$ cat config.mk
export PLATFORM = sky130hd
export DESIGN_NAME = audio_frame_to_midi_tick_scheduler
export DESIGN_NICKNAME = d
export VERILOG_FILES = /design/src/hw/rtl/aftms_pkg.sv /design/src/hw/rtl/audio_frame_to_midi_tick_scheduler.sv /design/src/hw/rtl/aftms_div.sv
export SDC_FILE = /design/constraint.sdc
export NUM_CORES = 2
export LEC_CHECK = 0
export BUFFER_PORTS_ARGS = -buffer_cell sky130_fd_sc_hd__buf_2
export CAP_MARGIN = 5
export CORE_MARGIN = 4
export CORE_UTILIZATION = 60
export CTS_CLUSTER_DIAMETER = 150
export DETAILED_ROUTE_END_ITERATION = 8
export PLACE_DENSITY_LB_ADDON = 0.3
export SKIP_CTS_REPAIR_TIMING = 1
export SYNTH_ARGS = -nofsm -noshare
export SYNTH_HDL_FRONTEND = slang
export SYNTH_SLANG_ARGS = --single-unit
$ cat constraint.sdc
create_clock -name i_clk -period 13.9 [get_ports i_clk]
set_input_delay 1.39 -clock i_clk [delete_from_list [all_inputs] [get_ports i_clk]]
set_output_delay 1.39 -clock i_clk [all_outputs]
set_load 0.05 [all_outputs]
$ cat src/hw/rtl/aftms_pkg.sv
// Shared types, widths and constants for the audio frame to tick scheduler.
`default_nettype none

package aftms_pkg;

    localparam int FRAME_W = 32;
    localparam int BUF_W   = 14;
    localparam int RATE_W  = 18;
    localparam int PPQ_W   = 10;
    localparam int QLEN_W  = 22;
    localparam int US_W    = 20;
    localparam int TICK_W  = 32;
    localparam int OFF_W   = 13;
    localparam int CFG_W   = 22;
    localparam int CFG_IDX_W = 2;

    localparam int PDEN_W = PPQ_W + US_W;
    localparam int DEN_W  = RATE_W + QLEN_W;
    localparam int NUM_W  = FRAME_W + PDEN_W;
    localparam int TW     = NUM_W + 1;
    localparam int PW     = TW + DEN_W;

    localparam logic [US_W-1:0] US_PER_SECOND = US_W'(1000000);

    localparam logic [RATE_W-1:0] RATE_RESET = RATE_W'(48000);
    localparam logic [PPQ_W-1:0]  PPQ_RESET  = PPQ_W'(192);
    localparam logic [QLEN_W-1:0] QLEN_RESET = QLEN_W'(500000);

    localparam int DEF_MAX_TICKS  = 64;
    localparam int DEF_MAX_FRAMES = 8192;

    typedef enum logic [CFG_IDX_W-1:0] {
        CFG_SAMPLE_RATE = 2'd0,
        CFG_PPQ         = 2'd1,
        CFG_QLEN        = 2'd2
    } t_cfg_idx;

    typedef enum logic [0:0] {
        KIND_TICK  = 1'b0,
        KIND_FLUSH = 1'b1
    } t_kind;

    typedef enum logic [3:0] {
        S_IDLE,
        S_MUL,
        S_DIV0,
        S_WAIT0,
        S_ADJ,
        S_DIVT,
        S_WAITT,
        S_CHECK,
        S_EMIT,
        S_FLUSH
    } t_state;

    typedef struct packed {
        logic [FRAME_W-1:0] start_frame;
        logic [BUF_W-1:0]   buffer_frames;
        logic               stopped;
    } t_in;

    typedef struct packed {
        logic               kind;
        logic [TICK_W-1:0]  tick_number;
        logic [OFF_W-1:0]   frame_offset;
        logic               last;
        logic               truncated;
    } t_out;

    typedef struct packed {
        logic done;
        logic rem_nz;
    } t_div_stat;

endpackage

`default_nettype wire

$ cat src/hw/rtl/audio_frame_to_midi_tick_scheduler.sv
// Top level: converts audio buffer positions into sequencer tick results.
//
// Input channel (i_valid, o_stall, i_in) takes one audio buffer: start frame,
// length and stopped flag. Output channel (o_valid, i_stall, o_out) gives
// the results: one per tick in the buffer, or one flush item after a stop.
// Configuration writes (i_cfg_we, i_cfg_idx, i_cfg_data) take effect at once; the
// user is to make them while the block is idle, as the block itself does not enforce this.
// One buffer is worked on at a time; o_stall is high until it is finished.
// A running buffer first forms the start-frame product by shift and add, then
// runs the serial division for the first tick and one more for every tick
// frame checked, and hands each tick to the output; the single serial divider
// is shared by all these divisions. A stopped buffer after a running one
// passes through the flush state, waiting there while the output is stalled.
// Each tick result is sent once the following tick has been checked, so that
// the final one carries last (and truncated when the tick limit was hit).
// A single output register holds a result while i_stall is high; the block
// waits for it to drain before loading the next result.
// Reset restores the default tempo settings, clears the tick counter and
// the running flag; there is no clearing pass.
`default_nettype none

module audio_frame_to_midi_tick_scheduler #(
    parameter int MAX_TICKS_PER_BUFFER = aftms_pkg::DEF_MAX_TICKS,
    parameter int MAX_BUFFER_FRAMES    = aftms_pkg::DEF_MAX_FRAMES
) (
    input  logic                            i_clk,
    input  logic                            i_rst_n,
    input  logic                            i_valid,
    output logic                            o_stall,
    input  aftms_pkg::t_in                  i_in,
    output logic                            o_valid,
    input  logic                            i_stall,
    output aftms_pkg::t_out                 o_out,
    input  logic                            i_cfg_we,
    input  logic [aftms_pkg::CFG_IDX_W-1:0] i_cfg_idx,
    input  logic [aftms_pkg::CFG_W-1:0]     i_cfg_data
);
    import aftms_pkg::*;

    localparam int CW    = $clog2(MAX_TICKS_PER_BUFFER + 1);
    localparam int MCW   = $clog2(FRAME_W + 1);

    t_state r_state, n_state;

    logic [RATE_W-1:0]  r_rate;
    logic [PPQ_W-1:0]   r_ppq;
    logic [QLEN_W-1:0]  r_qlen;

    logic               r_was_running;
    logic [TICK_W-1:0]  r_cur_tick;

    logic [FRAME_W-1:0] r_frame;
    logic [FRAME_W-1:0] r_fsh;
    logic [MCW-1:0]     r_mcnt;
    logic [BUF_W-1:0]   r_n;
    logic [DEN_W-1:0]   r_den;
    logic [PDEN_W-1:0]  r_pden;
    logic [NUM_W-1:0]   r_acc;
    logic [TW-1:0]      r_t;
    logic [PW-1:0]      r_p;
    logic [CW-1:0]      r_count;

    logic               r_pend_valid;
    logic [TICK_W-1:0]  r_pend_tick;
    logic [OFF_W-1:0]   r_pend_off;
    logic [OFF_W-1:0]   r_cand_off;
    logic               r_emit_last;
    logic               r_emit_trunc;

    logic               r_ovalid;
    t_out               r_out;

    logic               acc_in;
    logic               cfg_zero;
    logic               out_free;
    logic [DEN_W-1:0]   den_c;
    logic [PDEN_W-1:0]  pden_c;
    logic [BUF_W-1:0]   n_eff;
    logic [NUM_W-1:0]   n_acc;

    logic [PW-1:0]      div_dividend;
    logic [DEN_W-1:0]   div_divisor;
    logic [PW-1:0]      div_quo;
    logic [DEN_W-1:0]   div_rem;
    t_div_stat          div_stat;

    logic [PW:0]        diff;
    logic [PW-1:0]      off;
    logic               in_buf;
    logic               below_max;
    logic               keep_going;

    logic               c_div_start;
    logic               c_load_tick;
    logic               c_load_flush;
    logic               c_advance;
    logic               c_finish;

    assign acc_in   = i_valid && !o_stall;
    assign out_free = !r_ovalid || !i_stall;
    assign cfg_zero = (r_rate == '0) || (r_ppq == '0) || (r_qlen == '0);

    always_comb begin
        den_c  = {{QLEN_W{1'b0}}, r_rate} * {{RATE_W{1'b0}}, r_qlen};
        pden_c = {{US_W{1'b0}}, r_ppq} * {{PPQ_W{1'b0}}, US_PER_SECOND};
        if (32'(i_in.buffer_frames) > 32'(MAX_BUFFER_FRAMES)) begin
            n_eff = BUF_W'(MAX_BUFFER_FRAMES);
        end else begin
            n_eff = i_in.buffer_frames;
        end
        n_acc = {r_acc[NUM_W-2:0], 1'b0} + (r_fsh[FRAME_W-1] ? NUM_W'(r_pden) : '0);
    end

    always_comb begin
        diff       = {1'b0, div_quo} - {{(PW + 1 - FRAME_W){1'b0}}, r_frame};
        off        = diff[PW] ? '0 : diff[PW-1:0];
        in_buf     = (off[PW-1:BUF_W] == '0) && (off[BUF_W-1:0] < r_n);
        below_max  = r_count < CW'(MAX_TICKS_PER_BUFFER);
        keep_going = in_buf && below_max;
    end

    assign div_dividend = (r_state == S_DIV0) ? PW'(r_acc) : r_p;
    assign div_divisor  = (r_state == S_DIV0) ? r_den : DEN_W'(r_pden);

    aftms_div u_div (
        .i_clk       (i_clk),
        .i_rst_n     (i_rst_n),
        .i_start     (c_div_start),
        .i_dividend  (div_dividend),
        .i_divisor   (div_divisor),
        .o_quotient  (div_quo),
        .o_remainder (div_rem),
        .o_stat      (div_stat)
    );

    always_comb begin
        n_state = r_state;
        case (r_state)
            S_IDLE: begin
                if (acc_in) begin
                    if (i_in.stopped) begin
                        n_state = r_was_running ? S_FLUSH : S_IDLE;
                    end else if (!cfg_zero) begin
                        n_state = S_MUL;
                    end
                end
            end
            S_MUL: begin
                if (r_mcnt == MCW'(1)) begin
                    n_state = S_DIV0;
                end
            end
            S_DIV0:  n_state = S_WAIT0;
            S_WAIT0: begin
                if (div_stat.done) begin
                    n_state = S_ADJ;
                end
            end
            S_ADJ:   n_state = S_DIVT;
            S_DIVT:  n_state = S_WAITT;
            S_WAITT: begin
                if (div_stat.done) begin
                    n_state = S_CHECK;
                end
            end
            S_CHECK: begin
                if (r_pend_valid) begin
                    n_state = S_EMIT;
                end else if (keep_going) begin
                    n_state = S_DIVT;
                end else begin
                    n_state = S_IDLE;
                end
            end
            S_EMIT: begin
                if (out_free) begin
                    n_state = r_emit_last ? S_IDLE : S_DIVT;
                end
            end
            S_FLUSH: begin
                if (out_free) begin
                    n_state = S_IDLE;
                end
            end
            default: n_state = S_IDLE;
        endcase
    end

    always_comb begin
        c_div_start  = 1'b0;
        c_load_tick  = 1'b0;
        c_load_flush = 1'b0;
        c_advance    = 1'b0;
        c_finish     = 1'b0;
        case (r_state)
            S_DIV0, S_DIVT: c_div_start = 1'b1;
            S_CHECK: begin
                c_advance = keep_going && !r_pend_valid;
                c_finish  = !keep_going;
            end
            S_EMIT: begin
                c_load_tick = out_free;
                c_advance   = out_free && !r_emit_last;
            end
            S_FLUSH: c_load_flush = out_free;
            default: c_div_start = 1'b0;
        endcase
    end

    always_ff @(posedge i_clk) begin
        if (!i_rst_n) begin
            r_state       <= S_IDLE;
            r_rate        <= RATE_RESET;
            r_ppq         <= PPQ_RESET;
            r_qlen        <= QLEN_RESET;
            r_was_running <= 1'b0;
            r_cur_tick    <= '0;
            r_count       <= '0;
            r_pend_valid  <= 1'b0;
            r_ovalid      <= 1'b0;
        end else begin
            r_state <= n_state;
            if (i_cfg_we) begin
                case (i_cfg_idx)
                    CFG_SAMPLE_RATE: r_rate <= i_cfg_data[RATE_W-1:0];
                    CFG_PPQ:         r_ppq  <= i_cfg_data[PPQ_W-1:0];
                    CFG_QLEN:        r_qlen <= i_cfg_data[QLEN_W-1:0];
                    default:         r_rate <= r_rate;
                endcase
            end
            if (acc_in) begin
                r_was_running <= !i_in.stopped;
                r_count       <= '0;
                r_pend_valid  <= 1'b0;
            end
            if (c_finish) begin
                r_cur_tick <= r_t[TICK_W-1:0];
            end
            if (c_advance) begin
                r_count      <= r_count + CW'(1);
                r_pend_valid <= 1'b1;
            end else if (c_load_tick) begin
                r_pend_valid <= 1'b0;
            end
            if (c_load_tick || c_load_flush) begin
                r_ovalid <= 1'b1;
            end else if (!i_stall) begin
                r_ovalid <= 1'b0;
            end
        end
    end

    always_ff @(posedge i_clk) begin
        if (acc_in) begin
            r_frame <= i_in.start_frame;
            r_fsh   <= i_in.start_frame;
            r_n     <= n_eff;
            r_den   <= den_c;
            r_pden  <= pden_c;
            r_acc   <= '0;
            r_mcnt  <= MCW'(FRAME_W);
        end else if (r_state == S_MUL) begin
            r_acc  <= n_acc;
            r_fsh  <= {r_fsh[FRAME_W-2:0], 1'b0};
            r_mcnt <= r_mcnt - MCW'(1);
        end
        if (r_state == S_ADJ) begin
            r_t <= div_quo[TW-1:0] + TW'(div_stat.rem_nz);
            r_p <= PW'(r_acc) + (div_stat.rem_nz ? PW'(r_den - div_rem) : '0);
        end else if (c_advance) begin
            r_t <= r_t + TW'(1);
            r_p <= r_p + PW'(r_den);
        end
        if (r_state == S_CHECK) begin
            r_cand_off   <= off[OFF_W-1:0];
            r_emit_last  <= !keep_going;
            r_emit_trunc <= in_buf;
        end
        if (c_advance) begin
            r_pend_tick <= r_t[TICK_W-1:0];
            r_pend_off  <= (r_state == S_CHECK) ? off[OFF_W-1:0] : r_cand_off;
        end
        if (c_load_tick) begin
            r_out.kind         <= KIND_TICK;
            r_out.tick_number  <= r_pend_tick;
            r_out.frame_offset <= r_pend_off;
            r_out.last         <= r_emit_last;
            r_out.truncated    <= r_emit_last && r_emit_trunc;
        end else if (c_load_flush) begin
            r_out.kind         <= KIND_FLUSH;
            r_out.tick_number  <= r_cur_tick;
            r_out.frame_offset <= '0;
            r_out.last         <= 1'b1;
            r_out.truncated    <= 1'b0;
        end
    end

    assign o_stall = (r_state != S_IDLE);
    assign o_valid = r_ovalid;
    assign o_out   = r_out;

    a_count_bound: assert property (@(posedge i_clk) disable iff (!i_rst_n)
        r_count <= CW'(MAX_TICKS_PER_BUFFER))
        else $error("tick count above limit");

    a_idle_no_pending: assert property (@(posedge i_clk) disable iff (!i_rst_n)
        (r_state == S_IDLE) |-> !r_pend_valid)
        else $error("pending tick left behind at idle");

    a_flush_last: assert property (@(posedge i_clk) disable iff (!i_rst_n)
        (o_valid && o_out.kind) |-> (o_out.last && !o_out.truncated))
        else $error("flush item not marked last");

    a_trunc_last: assert property (@(posedge i_clk) disable iff (!i_rst_n)
        (o_valid && o_out.truncated) |-> o_out.last)
        else $error("truncated set on a non-final item");

endmodule

`default_nettype wire

$ cat src/hw/rtl/aftms_div.sv
// Radix-2 restoring divider, one quotient bit per cycle.
`default_nettype none

module aftms_div (
    input  logic                        i_clk,
    input  logic                        i_rst_n,
    input  logic                        i_start,
    input  logic [aftms_pkg::PW-1:0]    i_dividend,
    input  logic [aftms_pkg::DEN_W-1:0] i_divisor,
    output logic [aftms_pkg::PW-1:0]    o_quotient,
    output logic [aftms_pkg::DEN_W-1:0] o_remainder,
    output aftms_pkg::t_div_stat        o_stat
);
    import aftms_pkg::*;

    localparam int CNT_W = $clog2(PW + 1);

    logic [PW-1:0]    r_quo, n_quo;
    logic [DEN_W-1:0] r_rem, n_rem;
    logic [DEN_W-1:0] r_dvs;
    logic [CNT_W-1:0] r_cnt;
    logic             r_busy;
    logic             r_done;

    logic [DEN_W:0] sh;
    logic [DEN_W:0] diff;
    logic           ge;

    always_comb begin
        sh    = {r_rem, r_quo[PW-1]};
        diff  = sh - {1'b0, r_dvs};
        ge    = sh >= {1'b0, r_dvs};
        n_rem = ge ? diff[DEN_W-1:0] : sh[DEN_W-1:0];
        n_quo = {r_quo[PW-2:0], ge};
    end

    always_ff @(posedge i_clk) begin
        if (!i_rst_n) begin
            r_busy <= 1'b0;
            r_done <= 1'b0;
            r_cnt  <= '0;
        end else begin
            r_done <= r_busy && (r_cnt == CNT_W'(1));
            if (i_start) begin
                r_busy <= 1'b1;
                r_cnt  <= CNT_W'(PW);
            end else if (r_busy) begin
                r_cnt <= r_cnt - CNT_W'(1);
                if (r_cnt == CNT_W'(1)) begin
                    r_busy <= 1'b0;
                end
            end
        end
    end

    always_ff @(posedge i_clk) begin
        if (i_start) begin
            r_quo <= i_dividend;
            r_rem <= '0;
            r_dvs <= i_divisor;
        end else if (r_busy) begin
            r_quo <= n_quo;
            r_rem <= n_rem;
        end
    end

    assign o_quotient    = r_quo;
    assign o_remainder   = r_rem;
    assign o_stat.done   = r_done;
    assign o_stat.rem_nz = (r_rem != '0);

endmodule

`default_nettype wire
; Yosys cells after proc, flatten, opt, wreduce, memory -nomap -nowiden
; Cells that the tools add are included.
; Widths: inputs -> output; s select.
[totals]
reg_bits = 772
input_bits = 76
output_inout_bits = 50
elab_cells = 161
[op_classes]
add_sub_neg = 11
n_mul = 2
n_lt_le_gt_ge = 4
eq_ne = 21
n_mux = 47
n_bitwise = 1
n_reduce_logical = 38
[ops]
columns = op, count
row1 = $mux 103, 7
row2 = $mux 63, 2
row3 = $sub 103x32->104, 1
row4 = $add 103x40->103, 1
row5 = $add 62x103->103, 1
row6 = $mux 47, 2
row7 = $logic_not 89->1, 1
row8 = $mux 32, 2
row9 = $add 63x1->63, 1
row10 = $add 63x1->63 const B, 1
row11 = $add 62x30->62, 1
row12 = $mux 30, 2
row13 = $ge 41x40->1, 1
row14 = $sub 40x40->41, 1
row15 = $mul 18x22->40, 1
row16 = $mux 4, 10
row17 = $mux 40, 1
row18 = $pmux 4 s10, 1
row19 = $reduce_bool 40->1, 1
row20 = $sub 40x40->40, 1
row21 = $mux 7, 4
row22 = $mul 10x14->24 const B, 1
row23 = $logic_not 22->1, 1
row24 = $logic_not 18->1, 1
row25 = other kinds (34), 78

; Logic depth before layout (Yosys ltp)
[depth]
word_depth = 9
depth_mapped = 34
depth_no_buf = 33

; Hierarchy
; From an unflattened synthesis, not the netlist that was laid out.
[hier_totals]
hier_cells = 6815
area_unflattened_um2 = 62301.0
[modules_own_cells]
columns = module, n_inst, cells_each, area_per_inst_um2, seq_area_each_um2
row1 = audio_frame_to_midi_tick_scheduler, 1, 5929, 52167.5, 14584.0
row2 = aftms_div, 1, 886, 10133.5, 5275.1

; Least setup slack after synthesis
; OpenSTA, ideal clock, no wires.
[synth_timing]
path_type = reg2reg
from = register u_div.r_quo[80] (netlist: u_div.o_quotient[80])
to = register r_p[0], enable pin
setup_ns = 0.499
arrival_ns = 7.529
t_required_ns = 13.401
setup_slack_ns = 5.872
path_stages_with_launch = 20
path_buffers = 2
period_less_slack_ns = 8.028
path_cell_list = edfxtp_1 or4_4 or3_4 nor2_8 nand4_4 or4_1 or3_1 nor3_4 clkbuf_1 clkbuf_1 nor2_1 ha_1 a21oi_1 nor2b_1 o21ai_0 o211ai_1 o21bai_1 nor4_4 nor2_2 nand2_1
[synth_via]
elab_chain_cells = 8
elab_cells_between_ends = 9
cone_classes = 1 x add/sub / 1 x order compare / 2 x mux / 5 x reduce/logical
[synth_rtl]
columns = element, line
row1 = "start, declared", aftms_div.sv:18  ; logic [PW-1:0] r_quo, n_quo;
row2 = "start signal, assigned", aftms_div.sv:58  ; r_quo <= i_dividend;
row3 = "start signal, assigned", aftms_div.sv:62  ; r_quo <= n_quo;
row4 = $sub 103x32->104 *, audio_frame_to_midi_tick_scheduler.sv:115  ; diff = {1'b0, div_quo} - {{(PW + 1 - FRAME_W){1'b0}}, r_frame};
row5 = $mux 103 *, audio_frame_to_midi_tick_scheduler.sv:116  ; off = diff[PW] ? '0 : diff[PW-1:0];
row6 = $lt 14x14->1 / $logic_not 89->1 (equally long branches), audio_frame_to_midi_tick_scheduler.sv:117  ; in_buf = (off[PW-1:BUF_W] == '0) && (off[BUF_W-1:0] < r_n);
row7 = $logic_and 1x1->1 *, audio_frame_to_midi_tick_scheduler.sv:117
row8 = $logic_and 1x1->1 *, audio_frame_to_midi_tick_scheduler.sv:119  ; keep_going = in_buf && below_max;
row9 = $logic_and 1x1->1 *, audio_frame_to_midi_tick_scheduler.sv:198  ; c_advance = keep_going && !r_pend_valid;
row10 = $pmux 1 s2 *, audio_frame_to_midi_tick_scheduler.sv:195  ; case (r_state)
row11 = $reduce_bool 2->1 (no line) *, --
row12 = "end signal, assigned", audio_frame_to_midi_tick_scheduler.sv:269  ; r_p <= PW'(r_acc) + (div_stat.rem_nz ? PW'(r_den - div_rem) : '0);
row13 = "end signal, assigned", audio_frame_to_midi_tick_scheduler.sv:272  ; r_p <= r_p + PW'(r_den);
row14 = "end, declared", audio_frame_to_midi_tick_scheduler.sv:60  ; logic [PW-1:0] r_p;
; Mark *: on every way between the ends. The rest lies on a longest branch, timed or not.
; A chain may end at the register's enable or synchronous reset.

; Final worst setup path
[layout_timing]
from = register r_den[0]
to = register r_p[83], data pin
[layout_via]
elab_chain_cells = 4
elab_cells_between_ends = 6
cone_classes = 3 x add/sub / 3 x mux
[layout_rtl]
columns = element, line
row1 = "start, declared", audio_frame_to_midi_tick_scheduler.sv:56  ; logic [DEN_W-1:0] r_den;
row2 = "start signal, assigned", audio_frame_to_midi_tick_scheduler.sv:258  ; r_den <= den_c;
row3 = $sub 40x40->41, audio_frame_to_midi_tick_scheduler.sv:269
row4 = $mux 103, audio_frame_to_midi_tick_scheduler.sv:269
row5 = $add 62x103->103, audio_frame_to_midi_tick_scheduler.sv:269
row6 = $mux 103 *, audio_frame_to_midi_tick_scheduler.sv:267  ; if (r_state == S_ADJ) begin
; Mark *: on every way between the ends. The rest lies on a longest branch, timed or not. The select of a mux whose other input is x is not followed.

==> flow_summary.json <==
{
  "clk_pin_slew_ns": 0.06,
  "synth_edf_count": 514,
  "fin_area_mm2": 0.0648,
  "die_area_mm2": 0.106,
  "end_kind": "flop",
  "place_area_mm2": 0.0621,
  "vias_per_cell": 6.15,
  "final.setup_skew_ns": 0.0445,
  "gp_congestion": 1.00,
  "chipWidth_um": 325,
  "synth.distinct_cells": 99,
  "grt_usage_pct": 32.1,
  "worst_path_max_delay_cell": "inv_1",
  "rsz0062_at_grt": "no",
  "antenna_found_initial": 5,
  "syn_inst": 6785,
  "whs_ns": 0.450,
  "hold_class": "reg -> reg",
  "cpPeakStageDelay_ns": 0.65,
  "avgSynthCellArea_um2": 8.90,
  "synthesis.area_mm2": 0.0604,
  "io_pins": 126,
  "power_frac_clock_pct": 20.6,
  "synth_fp_nets": 7655,
  "layout_common_cells": "nand2_1 (1,111), inv_1 (682), edfxtp_1 (514)",
  "ys_seq_area_share_pct": 32.9,
  "layout_setup_ws_ns": 5.10,
  "clock_sinks": 735,
  "drt-total-wl_mm": 172,
  "synth_top_flop_cell": "edfxtp_1",
  "place.port_buffers": 125,
  "period_needed_ns": 8.80,
  "cap_viol_max_count": 0,
  "root_buffer": "clkbuf_16",
  "min_period_over_period_pct": 63.3,
  "fp-row-count": 116,
  "comb_power_share_pct": 51.2,
  "crit_type": "reg -> reg",
  "final_common_cell": "nand2_1",
  "antenna_left": 0,
  "hold_viol": 0,
  "detail_route.wl_per_cell_um": 21.1,
  "fillers": 8151,
  "clk_path_buf_depth": 3,
  "switching_share_pct": 42.1,
  "cp.arrival_ns": 9.28,
  "numCtsBuffers": 81,
  "core_region_area_mm2": 0.100,
  "clock_latency_ns": 0.69,
  "slew_headroom_pct": 18.5,
  "required_ns": 14.38,
  "dp_hpwl_mm": 131,
  "vias": 50000,
  "htree_levels": 3,
  "initial_core_util_pct": 60.4,
  "drtIter0Drc": 4979,
  "cts_tree": "built",
  "power.switching_mw": 4.43,
  "drv_slew": 0,
  "area_growth_pct": 7.19,
  "leakage_nw": 28.1,
  "path_max_fanout": 23,
  "grt_pass1_wl_mm": 273,
  "finalNonFillerCells": 8134,
  "power.density_mw_per_mm2": 162,
  "pwr-share-seq_pct": 28.2,
  "ir_drop_mv": 0.367,
  "fin_nets": 7626,
  "pre_cts_ws_ns": 5.30,
  "fin_util_pct": 64.8,
  "tightest_slew_ns": 1.21,
  "grt-ovfl-total": 0,
  "die_h_um": 325,
  "yosys_warnings": 0,
  "async_reset_ff_share_pct": 0,
  "status": "completed",
  "p_total_mw": 10.5,
  "dpl.cell_count": 7971,
  "fin_setup_tns_ns": 0,
  "setup_viol": 0,
  "grt_max_degree": 87,
  "drt_drc_violations_left": 0,
  "first_pass_iters": 5,
  "timing.fmax_mhz": 114,
  "p_int_mw": 6.08,
  "drive_gt1_share_pct": 6.14,
  "synth-seq-cells": 735,
  "start_kind": "flop",
  "grt_pass1_vias": 49300
}
final cells by class:
cell class / instances / area (µm²) / area share, %
diodes: 11 / 27.5 / 0.0425
clock buffers: 110 / 2250 / 3.47
clock inverters: 42 / 430 / 0.665
inverters: 688 / 2590 / 4.00
multi-input cells: 5073 / 37000 / 57.1
flip-flops and latches: 735 / 19900 / 30.7
well taps: 1298 / 1620 / 2.51
repair buffers: 177 / 1020 / 1.57
state kept, by name (all words and copies together), names as in the netlist, 10 cells and up:
signal,count
r_rate,18
r_cand_off,13
r_den,40
r_fsh,32
r_acc,56
u_div.o_quotient,103
r_t,32
r_pend_off,13
r_cur_tick,32
r_p,103
r_qlen,22
r_ppq,10
r_n,14
u_div.r_dvs,40
o_out,48
r_pend_tick,32
r_pden,24
r_frame,32
u_div.o_remainder,40
worst paths after layout:
check | from | end | slack (ns) | depth (start not counted)
setup / recovery | r_den[0]$_DFFE_PP_ | r_p[83]$_DFFE_PP_ | 5.10 | 30
hold / removal | r_cand_off[7]$_DFF_P_ | r_cand_off[7]$_DFF_P_ | 0.45 | 2
setup reg to reg | r_den[0]$_DFFE_PP_ | r_p[83]$_DFFE_PP_ | 5.10 | 30
hold reg to reg | r_cand_off[7]$_DFF_P_ | r_cand_off[7]$_DFF_P_ | 0.45 | 2
per-layer routing:
metal  track usage, %  routed length (µm)  vias up
li1                 -                   -    23200
met1             43.2               70600    24300
met2             52.3               79800     2112
met3             4.45               13600      357
met4             13.6                7500        0
met5                0                   0        -
cells in the mapped netlist, types with 10 or more instances:
cell,count,share of area (%)
nor2_1,405,2.5
inv_1,685,4.3
o21ai_0,326,2.7
or2_2,22,0.23
nand4_1,67,0.69
nor4_1,63,0.65
mux2i_1,67,1.1
o21a_1,52,0.65
nand3_1,167,1.4
a22oi_1,56,0.70
buf_1,26,0.16
a21oi_1,448,3.7
clkbuf_1,255,1.6
o211ai_1,17,0.21
and2_1,192,2.0
nor3_1,104,0.86
nand2b_1,45,0.47
dfxtp_1,221,7.3
xnor2_1,223,3.2
o31ai_1,35,0.43
a221oi_1,10,0.14
fa_1,351,12
o31a_1,13,0.19
a31oi_1,24,0.25
and3_1,57,0.59
nor2b_1,51,0.53
a2111oi_0,10,0.14
o311ai_0,10,0.14
or4_1,29,0.36
xor2_1,186,2.7
ha_1,443,9.2
edfxtp_1,514,26
o41ai_1,19,0.28
mux2_2,35,0.65
a21o_1,136,1.7
or3_1,38,0.39
a211oi_1,31,0.39
nand2_1,1113,6.9
o21bai_1,36,0.45
logic make-up (layout without fill, tap and decap cells):
group                    after synthesis  after routing  share of synthesized area [%]
multiplexers                         102            102                           1.76
flip-flops                           735            735                           32.9
XOR/XNOR                             409            409                           5.93
adder cells (fa/ha/maj)              794            794                           20.8
AO/OA/AOI/OAI                       1336           1336                           13.7
buffers and inverters                977           1017                           6.09
other                                  0             11                              0
AND/OR/NAND/NOR                     2432           2432                           18.8
critical path, delay by kind of cell, from the launching register on:
family	cells	cell delay (ns)
adder cells (fa/ha/maj)	3	1.05
flip-flops	1	0.41
buffers and inverters	3	0.79
AO/OA/AOI/OAI	19	4.99
AND/OR/NAND/NOR	5	1.33
power groups by stage:
stage	Combinational [mW]	Sequential [mW]	Clock, mW
final	5.38	2.96	2.16
after global routing	6.01	2.98	2.28
after CTS	5.34	2.95	2.20
after detailed placement	5.29	3.00	0
after global placement	5.18	2.99	0
after floorplan	4.07	2.85	0
(Power assumes the default switching activity.)
